**src/design/framed_packet_parser_crc16_defines.svh**
```systemverilog
// Assertion macros for the framed packet parser RTL.
`ifndef FRAMED_PACKET_PARSER_CRC16_DEFINES_SVH
`define FRAMED_PACKET_PARSER_CRC16_DEFINES_SVH

// Same-cycle implication, clocked on i_clk, off while i_rst_n is low.
`define FPP_ASSERT_NOW(label, ante, cons, msg) \
    label: assert property (@(posedge i_clk) disable iff (!i_rst_n) (ante) |-> (cons)) \
        else $error(msg);

// Next-cycle implication, clocked on i_clk, off while i_rst_n is low.
`define FPP_ASSERT_NEXT(label, ante, cons, msg) \
    label: assert property (@(posedge i_clk) disable iff (!i_rst_n) (ante) |=> (cons)) \
        else $error(msg);

`endif

```
**src/design/fpp_pkg.sv**
```systemverilog
// Types, codes and the CRC16-Modbus byte update for the framed packet parser.
package fpp_pkg;

    localparam int unsigned BYTE_W     = 8;
    localparam int unsigned LEN_W      = 9;
    localparam int unsigned CRC_W      = 16;
    localparam int unsigned PHASE_W    = 4;
    localparam int unsigned CFG_IDX_W  = 2;
    localparam int unsigned CFG_DATA_W = 9;

    localparam logic [CRC_W-1:0] CRC_INIT = 16'hFFFF;
    localparam logic [CRC_W-1:0] CRC_POLY = 16'hA001;

    // Frame phases
    localparam logic [PHASE_W-1:0] PH_HUNT    = 4'd0;
    localparam logic [PHASE_W-1:0] PH_HDR2    = 4'd1;
    localparam logic [PHASE_W-1:0] PH_CMD     = 4'd2;
    localparam logic [PHASE_W-1:0] PH_SEQ     = 4'd3;
    localparam logic [PHASE_W-1:0] PH_LEN_HI  = 4'd4;
    localparam logic [PHASE_W-1:0] PH_LEN_LO  = 4'd5;
    localparam logic [PHASE_W-1:0] PH_PAYLOAD = 4'd6;
    localparam logic [PHASE_W-1:0] PH_CRC_LO  = 4'd7;
    localparam logic [PHASE_W-1:0] PH_CRC_HI  = 4'd8;

    // Configuration register indexes
    localparam logic [CFG_IDX_W-1:0] CFG_HEADER_FIRST  = 2'd0;
    localparam logic [CFG_IDX_W-1:0] CFG_HEADER_SECOND = 2'd1;
    localparam logic [CFG_IDX_W-1:0] CFG_MAX_PAYLOAD   = 2'd2;

    typedef struct packed {
        logic [BYTE_W-1:0] header_first;
        logic [BYTE_W-1:0] header_second;
        logic [LEN_W-1:0]  max_payload;
    } t_cfg;

    typedef struct packed {
        logic              frame_ok;
        logic [BYTE_W-1:0] frame_cmd;
        logic [BYTE_W-1:0] frame_seq;
        logic [LEN_W-1:0]  frame_len;
        logic              payload_valid;
        logic [BYTE_W-1:0] payload_data;
        logic [BYTE_W-1:0] payload_index;
    } t_result;

    typedef struct packed {
        logic [PHASE_W-1:0] phase;
        logic               take;
        logic               ok;
        logic               pvalid;
    } t_core_status;

    // Reflected CRC16, one byte, LSB first
    function automatic logic [CRC_W-1:0] crc16_byte(input logic [CRC_W-1:0] crc,
                                                    input logic [BYTE_W-1:0] data);
        logic [CRC_W-1:0] c;
        c = crc ^ {{(CRC_W-BYTE_W){1'b0}}, data};
        for (int k = 0; k < BYTE_W; k++) begin
            if (c[0]) begin
                c = (c >> 1) ^ CRC_POLY;
            end else begin
                c = c >> 1;
            end
        end
        return c;
    endfunction

endpackage

```
**src/design/fpp_ifs.sv**
```systemverilog
// Valid/ready channel interfaces: received bytes, parser results, register writes.
interface fpp_in_if import fpp_pkg::*; ();
    logic              valid;
    logic              ready;
    logic [BYTE_W-1:0] in_byte;

    modport source(output valid, output in_byte, input ready);
    modport sink(input valid, input in_byte, output ready);
endinterface

interface fpp_out_if import fpp_pkg::*; ();
    logic              valid;
    logic              ready;
    logic              frame_ok;
    logic [BYTE_W-1:0] frame_cmd;
    logic [BYTE_W-1:0] frame_seq;
    logic [LEN_W-1:0]  frame_len;
    logic              payload_valid;
    logic [BYTE_W-1:0] payload_data;
    logic [BYTE_W-1:0] payload_index;

    modport source(output valid, output frame_ok, output frame_cmd, output frame_seq,
                   output frame_len, output payload_valid, output payload_data,
                   output payload_index, input ready);
    modport sink(input valid, input frame_ok, input frame_cmd, input frame_seq,
                 input frame_len, input payload_valid, input payload_data,
                 input payload_index, output ready);
endinterface

interface fpp_cfg_if import fpp_pkg::*; ();
    logic                  valid;
    logic                  ready;
    logic [CFG_IDX_W-1:0]  cfg_index;
    logic [CFG_DATA_W-1:0] cfg_data;

    modport source(output valid, output cfg_index, output cfg_data, input ready);
    modport sink(input valid, input cfg_index, input cfg_data, output ready);
endinterface

```
**src/design/framed_packet_parser_crc16.sv**
```systemverilog
// Framed packet parser with running CRC16-Modbus check, top level.
//
// Channels (valid/ready, transaction when both are high at a clock edge):
//   i_in   - one received byte per transaction.
//   o_out  - one result per accepted byte: held frame command, sequence and
//            length, payload byte with its index when the byte is payload,
//            and frame_ok on the last CRC byte of a frame whose CRC matched.
//   i_cfg  - register writes: 0 header_first, 1 header_second, 2 max_payload.
//            Always ready; write only while no byte is in flight.
// A byte accepted into the input register is parsed and lands in the result
// register once the output is free, from which its result is offered on o_out.
// Throughput: one byte per cycle while o_out is taken; the phase step and
// byte-wide CRC update sit between the input register and the result register.
// Stall: when o_out is not taken, the result holds, the input register keeps
// its byte, and i_in.ready drops once that register is occupied.
// Reset (i_rst_n low, synchronous): hunting for the first header, frame
// fields zero, CRC at 0xFFFF, registers back to 0xAA, 0x55 and 256.
`include "framed_packet_parser_crc16_defines.svh"

module framed_packet_parser_crc16 import fpp_pkg::*; #(
    parameter int MAX_PAYLOAD_BYTES = 256
) (
    input  logic      i_clk,
    input  logic      i_rst_n,
    fpp_in_if.sink    i_in,
    fpp_out_if.source o_out,
    fpp_cfg_if.sink   i_cfg
);

    t_cfg              cfg;
    logic              stage_valid;
    logic [BYTE_W-1:0] stage_byte;
    logic              core_take;
    logic              out_valid;
    t_result           result;
    t_core_status      status;

    fpp_cfg_regs u_cfg (
        .i_clk   (i_clk),
        .i_rst_n (i_rst_n),
        .i_valid (i_cfg.valid),
        .o_ready (i_cfg.ready),
        .i_index (i_cfg.cfg_index),
        .i_data  (i_cfg.cfg_data),
        .o_cfg   (cfg)
    );

    fpp_in_stage u_in (
        .i_clk   (i_clk),
        .i_rst_n (i_rst_n),
        .i_valid (i_in.valid),
        .o_ready (i_in.ready),
        .i_byte  (i_in.in_byte),
        .o_valid (stage_valid),
        .o_byte  (stage_byte),
        .i_take  (core_take)
    );

    fpp_core #(
        .MAX_PAYLOAD_BYTES (MAX_PAYLOAD_BYTES)
    ) u_core (
        .i_clk       (i_clk),
        .i_rst_n     (i_rst_n),
        .i_valid     (stage_valid),
        .i_byte      (stage_byte),
        .o_take      (core_take),
        .i_cfg       (cfg),
        .i_out_ready (o_out.ready),
        .o_out_valid (out_valid),
        .o_result    (result),
        .o_status    (status)
    );

    assign o_out.valid         = out_valid;
    assign o_out.frame_ok      = result.frame_ok;
    assign o_out.frame_cmd     = result.frame_cmd;
    assign o_out.frame_seq     = result.frame_seq;
    assign o_out.frame_len     = result.frame_len;
    assign o_out.payload_valid = result.payload_valid;
    assign o_out.payload_data  = result.payload_data;
    assign o_out.payload_index = result.payload_index;

    // payload index always lies inside the announced length
    `FPP_ASSERT_NOW(a_index_in_len, out_valid && result.payload_valid, ({1'b0, result.payload_index} < result.frame_len), "payload index outside frame length")

    // a checked frame ends the frame
    `FPP_ASSERT_NEXT(a_ok_ends_frame, status.take && status.ok, status.phase == PH_HUNT, "frame_ok without return to hunt")

    // a payload byte leaves the parser in payload or CRC phase
    `FPP_ASSERT_NEXT(a_payload_phase, status.take && status.pvalid, (status.phase == PH_PAYLOAD || status.phase == PH_CRC_LO), "payload byte outside payload phase")

endmodule

```
**src/design/fpp_cfg_regs.sv**
```systemverilog
// Configuration registers: header bytes and payload length limit.
module fpp_cfg_regs import fpp_pkg::*; (
    input  logic                  i_clk,
    input  logic                  i_rst_n,
    input  logic                  i_valid,
    output logic                  o_ready,
    input  logic [CFG_IDX_W-1:0]  i_index,
    input  logic [CFG_DATA_W-1:0] i_data,
    output t_cfg                  o_cfg
);

    t_cfg r_cfg;

    assign o_ready = 1'b1;
    assign o_cfg   = r_cfg;

    always_ff @(posedge i_clk) begin
        if (!i_rst_n) begin
            r_cfg.header_first  <= 8'hAA;
            r_cfg.header_second <= 8'h55;
            r_cfg.max_payload   <= 9'd256;
        end else if (i_valid) begin
            case (i_index)
                CFG_HEADER_FIRST:  r_cfg.header_first  <= i_data[BYTE_W-1:0];
                CFG_HEADER_SECOND: r_cfg.header_second <= i_data[BYTE_W-1:0];
                CFG_MAX_PAYLOAD:   r_cfg.max_payload   <= i_data[LEN_W-1:0];
                default: ;
            endcase
        end
    end

endmodule

```
**src/design/fpp_in_stage.sv**
```systemverilog
// Input register for received bytes.
module fpp_in_stage import fpp_pkg::*; (
    input  logic              i_clk,
    input  logic              i_rst_n,
    input  logic              i_valid,
    output logic              o_ready,
    input  logic [BYTE_W-1:0] i_byte,
    output logic              o_valid,
    output logic [BYTE_W-1:0] o_byte,
    input  logic              i_take
);

    logic              r_valid;
    logic [BYTE_W-1:0] r_byte;

    // Refill in the same cycle the held byte moves on
    assign o_ready = !r_valid || i_take;
    assign o_valid = r_valid;
    assign o_byte  = r_byte;

    always_ff @(posedge i_clk) begin
        if (!i_rst_n) begin
            r_valid <= 1'b0;
        end else if (o_ready) begin
            r_valid <= i_valid;
        end
    end

    always_ff @(posedge i_clk) begin
        if (o_ready && i_valid) begin
            r_byte <= i_byte;
        end
    end

endmodule

```
**src/design/fpp_core.sv**
```systemverilog
// Frame parser state, running CRC and result register.
module fpp_core import fpp_pkg::*; #(
    parameter int MAX_PAYLOAD_BYTES = 256
) (
    input  logic              i_clk,
    input  logic              i_rst_n,
    input  logic              i_valid,
    input  logic [BYTE_W-1:0] i_byte,
    output logic              o_take,
    input  t_cfg              i_cfg,
    input  logic              i_out_ready,
    output logic              o_out_valid,
    output t_result           o_result,
    output t_core_status      o_status
);

    logic [PHASE_W-1:0] r_phase, n_phase;
    logic [BYTE_W-1:0]  r_cmd, n_cmd;
    logic [BYTE_W-1:0]  r_seq, n_seq;
    logic [LEN_W-1:0]   r_len, n_len;
    logic [LEN_W-1:0]   r_count, n_count;
    logic [CRC_W-1:0]   r_crc, n_crc;
    logic [BYTE_W-1:0]  r_crc_lo, n_crc_lo;
    logic               r_out_valid;
    t_result            r_result, n_result;

    logic [CRC_W-1:0]   crc_cont;
    logic [CRC_W-1:0]   crc_restart;
    logic [CRC_W-1:0]   full_len;
    logic               over_limit;
    logic [LEN_W-1:0]   count_inc;
    logic               take;

    assign take     = i_valid && (!r_out_valid || i_out_ready);
    assign o_take   = take;

    assign crc_cont    = crc16_byte(r_crc, i_byte);
    assign crc_restart = crc16_byte(CRC_INIT, i_byte);
    assign full_len    = {r_len[BYTE_W-1:0], i_byte};
    // Limit is the smaller of the register and the build-time cap
    assign over_limit  = (full_len > {{(CRC_W-LEN_W){1'b0}}, i_cfg.max_payload})
                      || ({16'd0, full_len} > 32'(MAX_PAYLOAD_BYTES));
    assign count_inc   = r_count + 9'd1;

    always_comb begin
        n_phase  = r_phase;
        n_cmd    = r_cmd;
        n_seq    = r_seq;
        n_len    = r_len;
        n_count  = r_count;
        n_crc    = r_crc;
        n_crc_lo = r_crc_lo;
        n_result = '0;
        case (r_phase)
            PH_HUNT: begin
                if (i_byte == i_cfg.header_first) begin
                    n_crc   = crc_restart;
                    n_phase = PH_HDR2;
                end
            end
            PH_HDR2: begin
                if (i_byte == i_cfg.header_second) begin
                    n_crc   = crc_cont;
                    n_phase = PH_CMD;
                end else if (i_byte == i_cfg.header_first) begin
                    // repeated first header byte: restart, stay armed
                    n_crc   = crc_restart;
                end else begin
                    n_phase = PH_HUNT;
                end
            end
            PH_CMD: begin
                n_cmd   = i_byte;
                n_crc   = crc_cont;
                n_phase = PH_SEQ;
            end
            PH_SEQ: begin
                n_seq   = i_byte;
                n_crc   = crc_cont;
                n_phase = PH_LEN_HI;
            end
            PH_LEN_HI: begin
                n_len   = {1'b0, i_byte};
                n_crc   = crc_cont;
                n_phase = PH_LEN_LO;
            end
            PH_LEN_LO: begin
                n_crc   = crc_cont;
                n_count = '0;
                if (over_limit) begin
                    n_len   = '0;
                    n_phase = PH_HUNT;
                end else begin
                    n_len   = full_len[LEN_W-1:0];
                    n_phase = (full_len == 16'd0) ? PH_CRC_LO : PH_PAYLOAD;
                end
            end
            PH_PAYLOAD: begin
                n_result.payload_valid = 1'b1;
                n_result.payload_data  = i_byte;
                n_result.payload_index = r_count[BYTE_W-1:0];
                n_crc   = crc_cont;
                n_count = count_inc;
                if (count_inc >= r_len) begin
                    n_phase = PH_CRC_LO;
                end
            end
            PH_CRC_LO: begin
                n_crc_lo = i_byte;
                n_phase  = PH_CRC_HI;
            end
            PH_CRC_HI: begin
                n_result.frame_ok = ({i_byte, r_crc_lo} == r_crc);
                n_phase = PH_HUNT;
            end
            default: begin
                n_phase = PH_HUNT;
            end
        endcase
        n_result.frame_cmd = n_cmd;
        n_result.frame_seq = n_seq;
        n_result.frame_len = n_len;
    end

    always_ff @(posedge i_clk) begin
        if (!i_rst_n) begin
            r_phase     <= PH_HUNT;
            r_cmd       <= '0;
            r_seq       <= '0;
            r_len       <= '0;
            r_count     <= '0;
            r_crc       <= CRC_INIT;
            r_crc_lo    <= '0;
            r_out_valid <= 1'b0;
        end else begin
            if (take) begin
                r_phase  <= n_phase;
                r_cmd    <= n_cmd;
                r_seq    <= n_seq;
                r_len    <= n_len;
                r_count  <= n_count;
                r_crc    <= n_crc;
                r_crc_lo <= n_crc_lo;
            end
            if (take) begin
                r_out_valid <= 1'b1;
            end else if (i_out_ready) begin
                r_out_valid <= 1'b0;
            end
        end
    end

    always_ff @(posedge i_clk) begin
        if (take) begin
            r_result <= n_result;
        end
    end

    assign o_out_valid = r_out_valid;
    assign o_result    = r_result;

    assign o_status.phase  = r_phase;
    assign o_status.take   = take;
    assign o_status.ok     = n_result.frame_ok;
    assign o_status.pvalid = n_result.payload_valid;

endmodule
```
**src/flat_wrapper.sv**
```systemverilog
// flat-port wrapper written by rule: the top's interface ports become plain ports
module framed_packet_parser_crc16_flat import fpp_pkg::*;
#(
    parameter int MAX_PAYLOAD_BYTES = 256
)
  (i_clk, i_rst_n, i_in_valid, i_in_in_byte, i_in_ready, o_out_valid, o_out_frame_ok, o_out_frame_cmd, o_out_frame_seq, o_out_frame_len, o_out_payload_valid, o_out_payload_data, o_out_payload_index, o_out_ready, i_cfg_valid, i_cfg_cfg_index, i_cfg_cfg_data, i_cfg_ready);
  fpp_in_if i_in_i ();
  fpp_out_if o_out_i ();
  fpp_cfg_if i_cfg_i ();
  input  logic i_clk;
  input  logic i_rst_n;
  input wire logic [$bits(i_in_i.valid)-1:0] i_in_valid;
  input wire logic [$bits(i_in_i.in_byte)-1:0] i_in_in_byte;
  output wire logic [$bits(i_in_i.ready)-1:0] i_in_ready;
  output wire logic [$bits(o_out_i.valid)-1:0] o_out_valid;
  output wire logic [$bits(o_out_i.frame_ok)-1:0] o_out_frame_ok;
  output wire logic [$bits(o_out_i.frame_cmd)-1:0] o_out_frame_cmd;
  output wire logic [$bits(o_out_i.frame_seq)-1:0] o_out_frame_seq;
  output wire logic [$bits(o_out_i.frame_len)-1:0] o_out_frame_len;
  output wire logic [$bits(o_out_i.payload_valid)-1:0] o_out_payload_valid;
  output wire logic [$bits(o_out_i.payload_data)-1:0] o_out_payload_data;
  output wire logic [$bits(o_out_i.payload_index)-1:0] o_out_payload_index;
  input wire logic [$bits(o_out_i.ready)-1:0] o_out_ready;
  input wire logic [$bits(i_cfg_i.valid)-1:0] i_cfg_valid;
  input wire logic [$bits(i_cfg_i.cfg_index)-1:0] i_cfg_cfg_index;
  input wire logic [$bits(i_cfg_i.cfg_data)-1:0] i_cfg_cfg_data;
  output wire logic [$bits(i_cfg_i.ready)-1:0] i_cfg_ready;
  assign i_in_i.valid = i_in_valid;
  assign i_in_i.in_byte = i_in_in_byte;
  assign i_in_ready = i_in_i.ready;
  assign o_out_valid = o_out_i.valid;
  assign o_out_frame_ok = o_out_i.frame_ok;
  assign o_out_frame_cmd = o_out_i.frame_cmd;
  assign o_out_frame_seq = o_out_i.frame_seq;
  assign o_out_frame_len = o_out_i.frame_len;
  assign o_out_payload_valid = o_out_i.payload_valid;
  assign o_out_payload_data = o_out_i.payload_data;
  assign o_out_payload_index = o_out_i.payload_index;
  assign o_out_i.ready = o_out_ready;
  assign i_cfg_i.valid = i_cfg_valid;
  assign i_cfg_i.cfg_index = i_cfg_cfg_index;
  assign i_cfg_i.cfg_data = i_cfg_cfg_data;
  assign i_cfg_ready = i_cfg_i.ready;
  framed_packet_parser_crc16 #(.MAX_PAYLOAD_BYTES(MAX_PAYLOAD_BYTES)) u_core (.i_clk(i_clk), .i_rst_n(i_rst_n), .i_in(i_in_i), .o_out(o_out_i), .i_cfg(i_cfg_i));
endmodule
```
**config.mk**
```make
export PLATFORM = sky130hd
export DESIGN_NAME = framed_packet_parser_crc16_flat
export DESIGN_NICKNAME = d
export VERILOG_FILES = /design/src/design/fpp_pkg.sv /design/src/design/fpp_ifs.sv /design/src/design/framed_packet_parser_crc16.sv /design/src/design/fpp_cfg_regs.sv /design/src/design/fpp_in_stage.sv /design/src/design/fpp_core.sv /design/src/flat_wrapper.sv
export VERILOG_INCLUDE_DIRS = /design/src /design/src/design
export SDC_FILE = /design/constraint.sdc
export NUM_CORES = 1
export LEC_CHECK = 0
export ABC_AREA = 1
export ABC_CLOCK_PERIOD_IN_PS = 4900
export BUFFER_PORTS_ARGS = -buffer_cell sky130_fd_sc_hd__buf_2
export CAP_MARGIN = 20
export CORE_MARGIN = 10
export CORE_UTILIZATION = 50
export CTS_CLUSTER_SIZE = 10
export DETAILED_ROUTE_END_ITERATION = 8
export GPL_TIMING_DRIVEN = 1
export PLACE_DENSITY = 0.69
export SYNTH_ARGS = -nofsm -noshare
export SYNTH_HDL_FRONTEND = slang
export SYNTH_SLANG_ARGS = --single-unit
```
**constraint.sdc**
```tcl
create_clock -name i_clk -period 4.9 [get_ports i_clk]
set_input_delay 1.47 -clock i_clk [delete_from_list [all_inputs] [get_ports i_clk]]
set_output_delay 1.47 -clock i_clk [all_outputs]
set_load 0.1 [all_outputs]
```
Word level (Yosys, flattened, before mapping)
Index checks and enable logic that the tools add are counted.
Storage, ports and cells
  bits in registers: 140
  bits in latches: 0
  bits in writable memories: 0
  ROM bits: 0
  bits of input ports: 24
  output and inout bits: 46
  logic and storage cells: 113
  memories kept: 0
Cells by class
  add/sub/neg operators: 1
  multiply operators: 0
  divide/modulo/power cells: 0
  order comparisons: 3
  equality and inequality tests: 16
  shift-type cells: 0
  muxes and demuxes: 34
  bitwise operators: 18
  reduce and logical (&&, ||, !) cells: 21
Operators with widths (number)
  two-way mux 16 bit: 18
  NOT 2 -> 3 bit: 16
  case mux 16 bit (3 select lines): 1
  case mux 9 bit (2 select lines): 2
  case mux 4 bit (8 select lines): 1
  two-way mux 17 bit: 1
  == test 16 bit: 1
  == test 4 x 3 -> 1 bit, second input constant: 4
  == test 8 bit: 2
  greater-than comparator 16 x 9 -> 1 bit: 1
  greater-than comparator 16 x 9 -> 1 bit, second input constant: 1
  zero test 16 bit: 1
  two-way mux 4 bit: 4
  two-way mux 8 bit: 2
  NOT 8 -> 16 bit: 1
  XOR 16 x 8 -> 16 bit: 1
  AND reduction 2 bit: 6
  adder 9 x 1 -> 9 bit, second input constant: 1
  >= comparator 9 bit: 1
  two-way mux 9 bit: 1
  == test 4 x 2 -> 1 bit, second input constant: 2
  OR reduction 5 bit: 1
  == test 4 x 1 -> 1 bit, second input constant: 1
  == test 4 bit, second input constant: 1
  14 further kinds: 22

Longest topological paths before layout
  depth after elaboration: 20
  mapped depth: 18
  mapped depth without buffers: 17

By module
A second synthesis with hierarchy kept.
Second synthesis, totals
  cells, all modules: 889
  area total of the unflattened synthesis: 7347.0 sq um
Modules (own cells, without submodules)
  fpp_core: times used 1, cells an instance 726, area an instance 5990.7 sq um, sequential area each 2552.4 sq um
  fpp_cfg_regs: times used 1, cells an instance 148, area an instance 1064.8 sq um, sequential area each 500.5 sq um
  fpp_in_stage: times used 1, cells an instance 15, area an instance 291.5 sq um, sequential area each 260.2 sq um

Worst setup path after synthesis
Ideal clock, no wire load.
  path type: input-to-output
  from: input o_out_ready
  to: output i_in_ready
  arrival time: 2.278 ns
  data required time: 3.430 ns
  slack: 1.152 ns
  stages on the path: 2
  buffers on the path: 0
  cells stage by stage: inv_1 > nand3_1
On the way
  cells in the longest elaborated chain, start to end: 3
Ends and longest elaborated chain
  start: declaration: line flat_wrapper.sv:23  | input wire logic [$bits(o_out_i.ready)-1:0] o_out_ready;
  logical OR 1 bit: line fpp_core.sv:34  | assign take = i_valid && (!r_out_valid || i_out_ready);
  logical AND 1 bit: line fpp_core.sv:34
  logical OR 1 bit: line fpp_in_stage.sv:17  | assign o_ready = !r_valid || i_take;
  end: declaration: line flat_wrapper.sv:14  | output wire logic [$bits(i_in_i.ready)-1:0] i_in_ready;
No other way between the ends.

Worst setup path in the final report
Same ends and word-level chain as after synthesis.

==> run_results.csv <==
group,metric,value,unit
worst_setup_path,startpoint_type,"primary input",
drt,firstDrtPassIters,5,
clock_network,cts_tree,"done",
sta,fmax,271,MHz
worst_setup_path,r2r-start,"u_core.u_core.r_count[0]",
global_route,grt_start_max_net_pins,49,
sta,slew_headroom,39.4,%
yosys,ys_types,44,
drt,drc,0,
yosys,ys.warnings.count,0,
worst_setup_path,worstPathRequired,3.43,ns
finish,area_delta_synth_final,14.7,%
drt,vias,6025,
finish,insertedDiodeCount,0,
run,drv_cap,0,
worst_setup_path,worstSetupStartpoint,"o_out_ready",
yosys,synth_common_cells,"225 x nand2_1, 108 x inv_1, 89 x dfxtp_1",
sta,finalCriticalPeriod,3.69,ns
yosys,synth.most_common_cell,"nand2_1",
worst_setup_path,crit_fanout,3,
worst_setup_path,rr_worst_depth,13,
clock_network,insertion_delay,0.44,ns
place,placed_cells_incl_taps,1120,
yosys,netlist_area,0.00708,mm2
place,routabilityCongestion,0.941,
sta,slew_violations,0,
min_path,hp-class,"register to register",
clock_network,cts.sinks,140,
global_route,grt_pass1_vias,5738,
worst_setup_path,reg2reg_slack,1.95,ns
sta,setup_viol,0,
clock_network,ctsLongestPathBuffers,2,
clock_network,cts_resized,0,
sta,skew,0.00746,ns
sta,rsz0062_at_grt,"false",
drt,wl_per_cell,15.0,um
floorplanning,die_h,139,um
finish,fillCellCount,1310,
global_route,grt.total_usage,18.0,%
floorplanning,start_util,51.0,%
yosys,synth_top_area_cell,"dfxtp_1",
drt,wirelength,17300,um
floorplanning,coreArea,0.0139,mm2
worst_setup_path,arrival,2.22,ns
min_path,whs_endpoint,"u_core.u_cfg.o_cfg[6]",
place,hpwl,12000,um
power_and_ir_drop,power_density,375,mW/mm2
yosys,synthCells,899,
sta,period_share,75.3,%
sta,setup_tns,0,ns
drt,ant_nets,0,
clock_network,cts-root-buf,"clkbuf_16",
yosys,synth_seq_area_share,46.8,%
worst_setup_path,critPathCaptureType,"output port",
worst_setup_path,r2r-end,"u_core.u_core.r_phase[2]",
drt,drt_iter0_drc,423,
clock_network,clk_pin_slew,0.06,ns
finish,nNetsFinal,1006,
worst_setup_path,crit_type,"primary input to output port",
yosys,ys_ff_latch,140,
floorplanning,rows,43,
sta,worstMarginPinSlew,0.902,ns
yosys,synthArstFlopShare,0,%
min_path,holdPathStages,2,
floorplanning,die_w,139,um
yosys,synth.avg_cell_area,7.87,um2
floorplanning,top_level_ports,70,
yosys,ys_top_cells_by_area,"dfxtp_1 25%, edfxtp_1 22%, nand2_1 12%",
clock_network,hold_buffers,0,
clock_network,post-cts-setup-buffers,0,
finish,final_util,58.5,%
sta,hold_viol,0,
global_route,grt_antenna_before_repair,0,
outcome,status,"finished, final reports clean",
yosys,synth.top_cell.area_share,25.2,%
finish,drive_gt1_share,14.4,%
floorplanning,die_area,0.0193,mm2
min_path,hold_start,"u_core.u_cfg.o_cfg[6]",
clock_network,numCtsBuffers,17,
power_and_ir_drop,peakVddDrop,0.361,mV
yosys,synth_edf_count,51,
global_route,grt_overflow_total,0,
yosys,syn-num-nets,946,
clock_network,htree_num_levels,4,
finish,final_cells,1152,
place,place.port_buffers,68,
power_and_ir_drop,p_leak,3.72,nW
yosys,synthFlopType,"dfxtp_1",
global_route,grt_first_pass_wirelength,28600,um
drt,vias_per_cell,5.23,
[routing by layer]
| metal | track usage, % | up-vias | wire length [um] |
|---|---|---|---|
| li1 | - | 3048 | - |
| met1 | 22.6 | 2766 | 7780 |
| met2 | 29.0 | 180 | 8050 |
| met3 | 4.90 | 31 | 1180 |
| met4 | 6.92 | 0 | 299 |
| met5 | 0 | - | 0 |
[power breakdown]
| group | total (mW) | internal (mW) | switching [mW] | leakage [nW] |
|---|---|---|---|---|
| Combinational | 0.389 | 0.0912 | 0.298 | 2.22 |
| Sequential | 1.30 | 1.26 | 0.0376 | 1.20 |
| Clock | 1.36 | 0.850 | 0.513 | 0.299 |
| Total | 3.05 | 2.20 | 0.848 | 3.72 |
[placed cells by master, fill, tap and decap left out, types with 5 or more instances in the layout]
| master | synthesis | routed |
|---|---|---|
| nand2_2 | 6 | 6 |
| nand3_1 | 35 | 35 |
| clkbuf_16 | 0 | 17 |
| ha_1 | 23 | 23 |
| inv_2 | 7 | 8 |
| dfxtp_1 | 89 | 89 |
| o22ai_1 | 7 | 7 |
| nand2_1 | 225 | 225 |
| nor2_1 | 79 | 79 |
| o21ai_0 | 83 | 83 |
| nor2_2 | 5 | 5 |
| buf_2 | 5 | 68 |
| a21oi_1 | 60 | 60 |
| a221oi_1 | 5 | 5 |
| nand4_1 | 8 | 8 |
| nor3_1 | 8 | 8 |
| xor2_1 | 20 | 20 |
| xnor2_1 | 14 | 14 |
| o211ai_1 | 6 | 6 |
| inv_1 | 108 | 107 |
| edfxtp_1 | 51 | 51 |
[area by class of cell]
| class | instances | area [um2] | share of cell area (%) |
|---|---|---|---|
| sequential | 140 | 3310 | 40.8 |
| clock buffer | 17 | 425 | 5.24 |
| multi-input combinational | 611 | 3150 | 38.7 |
| timing repair buffer | 72 | 370 | 4.56 |
| tap | 180 | 225 | 2.77 |
| inverter | 117 | 444 | 5.47 |
| clock inverter | 15 | 196 | 2.42 |
[worst max-delay path, stage by stage]
cell and delay [ns]:
buf_2 0.08, inv_1 0.05, nand3_1 0.15, buf_2 0.47
[flip-flops by register name (all words and copies together) (netlist names)]
name                       count
u_core.u_cfg.o_cfg            25
u_core.u_core.o_out_valid      1
u_core.u_core.o_result        43
u_core.u_core.r_cmd            8
u_core.u_core.r_count          9
u_core.u_core.r_crc           16
u_core.u_core.r_crc_lo         8
u_core.u_core.r_len            9
u_core.u_core.r_phase          4
u_core.u_core.r_seq            8
u_core.u_in.o_byte             8
u_core.u_in.o_valid            1
[metrics by stage]
stage                     power [mW]  worst slack, ns  area, um2  hold WS (ns)
after floorplan                 1.63             1.15       7080         0.427
after global placement          1.70             1.22       7500         0.443
after CTS                       3.05             1.19       8120         0.457
after detailed placement        1.71             1.19       7500         0.449
after global routing            3.15             1.16       8120         0.485
final                           3.05             1.21       8120         0.457
[cells by family (layout without fill, tap and decap cells)]
| logic type | Yosys count | after routing | synth area share [%] |
|---|---|---|---|
| flip-flops | 140 | 140 | 46.8 |
| adder cells (fa/ha/maj) | 23 | 23 | 4.07 |
| XOR/XNOR | 34 | 34 | 4.21 |
| AO/OA/AOI/OAI | 172 | 172 | 13.3 |
| AND/OR/NAND/NOR | 381 | 381 | 22.8 |
| buffers and inverters | 148 | 221 | 8.75 |
| other | 1 | 1 | 0.0530 |
[worst max path at each step]
stage,to,depth (start not counted)
2_1_floorplan,i_in_ready,2
3_3_place_gp,i_in_ready,4
3_5_place_dp,i_in_ready,4
4_1_cts,i_in_ready,4
5_1_grt,i_in_ready,4
6_report,i_in_ready,4
Note: power is estimated with default switching activity, not from simulation.
